==> config.mk <==
export PLATFORM = sky130hd
export DESIGN_NAME = dsc_ctrl
export DESIGN_NICKNAME = d
export VERILOG_FILES = /design/src/sv/assert_macros.svh /design/src/sv/dsc_pkg.sv /design/src/sv/dsc_ctrl.sv
export SDC_FILE = /design/constraint.sdc
export NUM_CORES = 1
export LEC_CHECK = 0
export BUFFER_PORTS_ARGS = -buffer_cell sky130_fd_sc_hd__clkbuf_2
export CORE_MARGIN = 4
export CORE_UTILIZATION = 52
export DETAILED_ROUTE_END_ITERATION = 10
export PLACE_DENSITY_LB_ADDON = 0.25
export RECOVER_POWER = 50
export SETUP_SLACK_MARGIN = 0.3
export SLEW_MARGIN = 0
export SYNTH_ARGS = -nofsm -noshare
export SYNTH_HDL_FRONTEND = slang
export SYNTH_SLANG_ARGS = --single-unit
==> constraint.sdc <==
create_clock -name clock -period 3.4 [get_ports clock]
set_input_delay 0.17 -clock clock [delete_from_list [all_inputs] [get_ports clock]]
set_output_delay 0.17 -clock clock [all_outputs]
set_load 0.02 [all_outputs]
==> src/sv/assert_macros.svh <==
// ----------------------------------------------------------------------------
// Assertion macros
// Short forms for the concurrent checks used in the RTL.
// ----------------------------------------------------------------------------
`ifndef ASSERT_MACROS_SVH
`define ASSERT_MACROS_SVH

// Condition holds at every clock edge outside reset
`define ASSERT_ALWAYS(lbl, clk, rst, expr, msg) \
   lbl: assert property (@(posedge clk) disable iff (rst) (expr)) else $error(msg);

// Consequent holds in the same cycle as the antecedent
`define ASSERT_IMPLIES(lbl, clk, rst, ante, cons, msg) \
   lbl: assert property (@(posedge clk) disable iff (rst) (ante) |-> (cons)) else $error(msg);

// Consequent holds in the cycle after the antecedent
`define ASSERT_NEXT(lbl, clk, rst, ante, cons, msg) \
   lbl: assert property (@(posedge clk) disable iff (rst) (ante) |=> (cons)) else $error(msg);

`endif

==> src/sv/dsc_pkg.sv <==
// ----------------------------------------------------------------------------
// dsc_pkg
// Shared constants and command type for the dice sum counter.
// ----------------------------------------------------------------------------
package dsc_pkg;

   // field widths
   localparam int TOTAL_W = 60;
   localparam int COUNT_W = 30;
   // exponent is total + 1, which needs one more bit
   localparam int EXP_W   = TOTAL_W + 1;

   // default number of die faces
   localparam int FACES_DEF = 6;

   // modulus and Barrett constant floor(2^60 / PRIME)
   localparam logic [COUNT_W-1:0] PRIME = 30'd1000000007;
   localparam logic [30:0] BARRETT_MU = 31'((64'd1 << 60) / 64'd1000000007);

   // command from controller to datapath
   typedef struct packed {
      logic init_wr;    // write identity / companion entry at row, col
      logic mac;        // multiply-accumulate step at row, col, kk
      logic mac_first;  // first term of a dot product
      logic mac_last;   // last term: write result to scratch matrix
      logic x_from_b;   // left operand from base matrix (squaring)
      logic copy;       // copy scratch entry at row, col
      logic copy_to_b;  // copy destination is base matrix
      logic load_out;   // load result register from accumulator matrix
   } cmd_type;

endpackage

==> src/sv/dsc_ctrl.sv <==
// ----------------------------------------------------------------------------
// dsc_ctrl
// Sequencer for square-and-multiply over the matrix datapath.
// ----------------------------------------------------------------------------
module dsc_ctrl #(
   parameter  int FACES = dsc_pkg::FACES_DEF,
   localparam int IDX_W = (FACES > 1) ? $clog2(FACES) : 1
) (
   input  logic                         clock,
   input  logic                         reset,
   input  logic                         req_valid,
   output logic                         req_ready,
   input  logic [dsc_pkg::TOTAL_W-1:0]  req_target_total,
   output logic                         rsp_valid,
   input  logic                         rsp_ready,
   output dsc_pkg::cmd_type             cmd,
   output logic [IDX_W-1:0]             row,
   output logic [IDX_W-1:0]             col,
   output logic [IDX_W-1:0]             kk,
   input  logic                         dp_busy
);

   localparam logic [IDX_W-1:0] IDX_LAST = IDX_W'(FACES - 1);
   localparam int EW = dsc_pkg::EXP_W;

   typedef enum logic [9:0] {
      ST_IDLE   = 10'b00_0000_0001,
      ST_INIT   = 10'b00_0000_0010,
      ST_STEP   = 10'b00_0000_0100,
      ST_SHIFT  = 10'b00_0000_1000,
      ST_MUL    = 10'b00_0001_0000,
      ST_DRAIN  = 10'b00_0010_0000,
      ST_COPY   = 10'b00_0100_0000,
      ST_CDRAIN = 10'b00_1000_0000,
      ST_OUT_RD = 10'b01_0000_0000,
      ST_OUT_LD = 10'b10_0000_0000
   } state_type;

   state_type        state_ff, state_in;
   logic [IDX_W-1:0] r_ff, r_in, c_ff, c_in, k_ff, k_in;
   logic [EW-1:0]    expo_ff, expo_in;
   logic             mode_ff, mode_in;   // low: acc * base, high: base * base
   logic             rsp_valid_ff, rsp_valid_in;
   logic             out_sel;
   logic             r_last, c_last, k_last;

   assign r_last = (r_ff == IDX_LAST);
   assign c_last = (c_ff == IDX_LAST);
   assign k_last = (k_ff == IDX_LAST);

   always_comb begin
      state_in     = state_ff;
      r_in         = r_ff;
      c_in         = c_ff;
      k_in         = k_ff;
      expo_in      = expo_ff;
      mode_in      = mode_ff;
      rsp_valid_in = rsp_valid_ff && !rsp_ready;
      req_ready    = 1'b0;
      out_sel      = 1'b0;
      cmd          = '0;

      unique case (state_ff)
         ST_IDLE: begin
            req_ready = 1'b1;
            if (req_valid) begin
               expo_in  = {1'b0, req_target_total} + EW'(1);
               state_in = ST_INIT;
            end
         end
         // build identity and companion matrices, one entry a cycle
         ST_INIT: begin
            cmd.init_wr = 1'b1;
            if (c_last) begin
               c_in = '0;
               if (r_last) begin
                  r_in     = '0;
                  state_in = ST_STEP;
               end else begin
                  r_in = r_ff + IDX_W'(1);
               end
            end else begin
               c_in = c_ff + IDX_W'(1);
            end
         end
         ST_STEP: begin
            if (expo_ff[0]) begin
               mode_in  = 1'b0;
               state_in = ST_MUL;
            end else begin
               state_in = ST_SHIFT;
            end
         end
         ST_SHIFT: begin
            expo_in = expo_ff >> 1;
            if ((expo_ff >> 1) != '0) begin
               mode_in  = 1'b1;
               state_in = ST_MUL;
            end else begin
               state_in = ST_OUT_RD;
            end
         end
         // one multiply-accumulate per cycle, k innermost
         ST_MUL: begin
            cmd.mac       = 1'b1;
            cmd.mac_first = (k_ff == '0);
            cmd.mac_last  = k_last;
            cmd.x_from_b  = mode_ff;
            if (k_last) begin
               k_in = '0;
               if (c_last) begin
                  c_in = '0;
                  if (r_last) begin
                     r_in     = '0;
                     state_in = ST_DRAIN;
                  end else begin
                     r_in = r_ff + IDX_W'(1);
                  end
               end else begin
                  c_in = c_ff + IDX_W'(1);
               end
            end else begin
               k_in = k_ff + IDX_W'(1);
            end
         end
         ST_DRAIN: begin
            if (!dp_busy) begin
               state_in = ST_COPY;
            end
         end
         // move the product into its destination matrix
         ST_COPY: begin
            cmd.copy      = 1'b1;
            cmd.copy_to_b = mode_ff;
            if (c_last) begin
               c_in = '0;
               if (r_last) begin
                  r_in     = '0;
                  state_in = ST_CDRAIN;
               end else begin
                  r_in = r_ff + IDX_W'(1);
               end
            end else begin
               c_in = c_ff + IDX_W'(1);
            end
         end
         ST_CDRAIN: begin
            if (!dp_busy) begin
               state_in = mode_ff ? ST_STEP : ST_SHIFT;
            end
         end
         ST_OUT_RD: begin
            out_sel  = 1'b1;
            state_in = ST_OUT_LD;
         end
         // wait for the output register to be free
         ST_OUT_LD: begin
            out_sel = 1'b1;
            if (!rsp_valid_ff || rsp_ready) begin
               cmd.load_out = 1'b1;
               rsp_valid_in = 1'b1;
               state_in     = ST_IDLE;
            end
         end
         default: begin
            state_in = ST_IDLE;
         end
      endcase
   end

   always_ff @(posedge clock) begin
      if (reset) begin
         state_ff     <= ST_IDLE;
         r_ff         <= '0;
         c_ff         <= '0;
         k_ff         <= '0;
         mode_ff      <= 1'b0;
         rsp_valid_ff <= 1'b0;
      end else begin
         state_ff     <= state_in;
         r_ff         <= r_in;
         c_ff         <= c_in;
         k_ff         <= k_in;
         mode_ff      <= mode_in;
         rsp_valid_ff <= rsp_valid_in;
      end
   end

   always_ff @(posedge clock) begin
      expo_ff <= expo_in;
   end

   assign row       = r_ff;
   assign col       = c_ff;
   assign kk        = out_sel ? IDX_LAST : k_ff;
   assign rsp_valid = rsp_valid_ff;

endmodule

==> out/results.ini <==
[routing]
drt_pass1_iterations=5
vias=4604
antenna_left=0
drc=0
avgViaCountPerCell=5.895
wl_um=12330
drtIter0Drc=310
avgRoutedWirePerCell_um=15.79

[finish]
diodes=0
nNetsFinal=713
syn2layout_area_growth_pct=14.99
drive_gt1_share_pct=17.48
final_core_util_pct=62.26
postLayoutCellArea_sq_um=5834

[power]
clkPwrFrac_pct=32.3
peakVddDrop_mv=0.2358
p_sw_share_pct=27.25
leakage_nw=1.948
seqPwrFrac_pct=55.4
comb_power_share_pct=12.3
p_int_mw=1.594
p_per_area_nw_per_um2=375.5
p_sw_mw=0.5969

[setup_path]
critical_path.max_fanout=11
path_buf_inv=1
regToRegStartpoint=state_ff[9]
r2r_end=expo_ff[51]
crit_required_ns=3.23
startpoint_type=flip-flop
max_stage_delay_ns=0.65
path_cells=or4_1 -> or3_1 -> or4b_2 -> nor2_1 -> clkbuf_2
crit_type=flip-flop to output port
cp_slowest_cell=or4b_2
r2r_slack_ns=0.53
cp_top_family=simple AND/OR/NAND/NOR gates
endpoint_kind=output port
worst_ep_arrival_time_ns=2.76
worstRegToRegCells=6

[synthesis]
syn_avg_cell_area_sq_um=8.885
netlist_area_sq_um=5074
synth-xor-area-share_pct=8.113
syn_nets=637
synth_ff_type=edfxtp_1
ys_ff_latch=82
yosysTopAreaCellShare_pct=36.10
yosys.area.top_type=edfxtp_1
yosys.area_share.simple_pct=31.79
seq_area_frac_synth_pct=44.39
synth.distinct_cells=51
synth_top_family_by_area=simple AND/OR/NAND/NOR gates
synth-edff-count=61
muxShareOfSynthArea_pct=1.036
synthTopCellsByArea=edfxtp_1, dfxtp_1, nand2_1
yosysWarnings=0
synth_compound_area_share_pct=11.52
synth_fa_ha_area_share_pct=0.2466
syn-instance-count=571
async_reset_ff_share_pct=0

[floorplan]
rows=35
die_h_um=106.8
die_area_sq_um=11400
pin_count=84
core_sq_um=9371
start_util_pct=54.14
die_w_um=106.8

[sta]
finalHoldViolations=0
setup_violations=0
fin_skew_ns=0.009359
fin_tns_setup_ns=0
fmax_ghz=0.3414
rsz0062_at_grt=false
tightest_slew_ns=0.8228
relSlewSlack_pct=45.15
post-route-min-period_ns=2.929
finalMaxSlewViolations=0
period_share_pct=86.14

[grt]
grt_max_degree=82
use_met3_pct=3.251
grt_pass1_vias=4189
grt_busiest_layer=met2
grt_pass1_wl_um=20200
met1_usage_pct=32.16
antenna_found_initial=0
use_met2_pct=33.59
grt_overflow=0
grt.total_usage_pct=21.64

[placement]
port_buffers=83
place_area_sq_um=5654
place_congestion=0.8814
dp_hpwl_um=9339

[clock_tree]
cts_buffer_depth=2
postCtsHoldBufs=0
cts_tree=built
h-tree-depth=3
cts_resized=0
cts_buffers=9
cts_sinks=82
cts_setup_buffers=0
clkLatencyLatePin_ns=0.35
cts-root-buf=clkbuf_8
cts.reportedPaths.clkPinSlew_ns=0.09

[worst_hold_path]
hp-start=rsp_ready
min_path_cells=4
worstHoldEndpoint=rsp_valid
holdCritPathClass=input port to flip-flop

[flow_run]
drv_cap=0

[outcome]
status=complete, no violations

## per-layer routing
layer  wire length [um]  share of wire [%]
met3                675                5.5
met4                 93               0.75
met1               5938                 48
met2               5626                 46
met5                  0                  0
## power groups by stage
stage	Sequential (mW)	Clock [mW]	Combinational (mW)
global route	1.22	0.755	0.300
global placement	1.23	0	0.261
detailed placement	1.24	0	0.268
floorplan	1.22	0	0.149
CTS	1.21	0.718	0.270
finish	1.21	0.707	0.270
## cell families (layout without fill, tap and decap cells)
logic type / after synthesis / count (layout)
buf+inv: 39 / 120
fa+ha+maj: 1 / 1
simple gates: 298 / 298
mux: 5 / 5
compound gates: 99 / 99
xor+xnor: 47 / 47
flops: 82 / 82
## how the worst max path moves through the flow
stage               cells past startpoint  slack, ns          end   startpoint
global placement                        6       0.59  expo_ff[60]  state_ff[4]
finish                                  5       0.47       cmd[0]  state_ff[4]
floorplan                               6       0.54   expo_ff[0]  state_ff[5]
global route                            5       0.35       cmd[0]  state_ff[4]
CTS                                     5       0.46       cmd[0]  state_ff[4]
detailed placement                      6       0.55  expo_ff[58]  state_ff[4]
## Yosys cell counts, types with 14 or more instances
library cell / count
a31oi_1: 16
clkbuf_1: 25
dfxtp_1: 21
edfxtp_1: 61
nand2_1: 70
nand3_1: 35
nand4_1: 24
nor2_1: 44
nor3_1: 16
nor4_1: 27
o21ai_0: 52
or3_1: 14
xnor2_1: 20
xor2_1: 27
## cell type report
cell class / instances / area [sq um]
sequential: 82 / 2252
timing repair buffer: 91 / 473.0
tap: 129 / 161.4
inverter: 13 / 48.80
multi-input combinational: 450 / 2695
clock buffer: 10 / 148.9
clock inverter: 6 / 55.05
fill: 828 / 3537
## cells in the final DEF, fill, tap and decap left out, types with 2 or more instances in the layout
cell,n
a31o_2,2
and2_1,7
clkbuf_1,10
or2_2,3
o31ai_1,9
o21ai_0,52
nor4_2,2
nand4_1,24
nand2b_1,2
and4_1,11
mux2_2,2
nor4_1,25
dfxtp_1,21
or3_1,14
clkbuf_2,74
inv_1,13
a21oi_1,8
mux2i_1,3
xor2_1,27
or4b_2,4
nand2_1,69
or4_1,14
nor3_1,15
nand3_1,35
inv_6,3
buf_4,6
nor4b_1,3
xnor2_1,20
o22a_1,2
clkbuf_8,9
nor2b_1,3
a31oi_1,16
edfxtp_1,61
nand4b_1,2
clkinv_4,2
nor2_1,44
and3_1,10
nand3b_1,3
## through the flow
stage	worst slack, ns	power (mW)	hold slack [ns]	cells
final	0.4713	2.191	0.08707	781
after global routing	0.3549	2.278	0.08318	781
after CTS	0.4580	2.202	0.07440	781
after detailed placement	0.5501	1.505	0.4641	765
after global placement	0.5913	1.494	0.4557	765
after floorplan	0.5376	1.372	0.3519	571
## sequential cells by signal, indices dropped and copies added, names as in the netlist
name	cells
rsp_valid	1
col	3
mode_ff	1
state_ff	10
k_ff	3
row	3
expo_ff	61
## worst register-to-register path, cell delays in order (launching register included)
cell	delay, ns
dfxtp_1	0.37
or4_1	0.65
or4b_2	0.73
inv_1	0.13
nand2_1	0.11
nand2_4	0.33
buf_4	0.27
No activity file was read; power rests on OpenSTA's default activity.
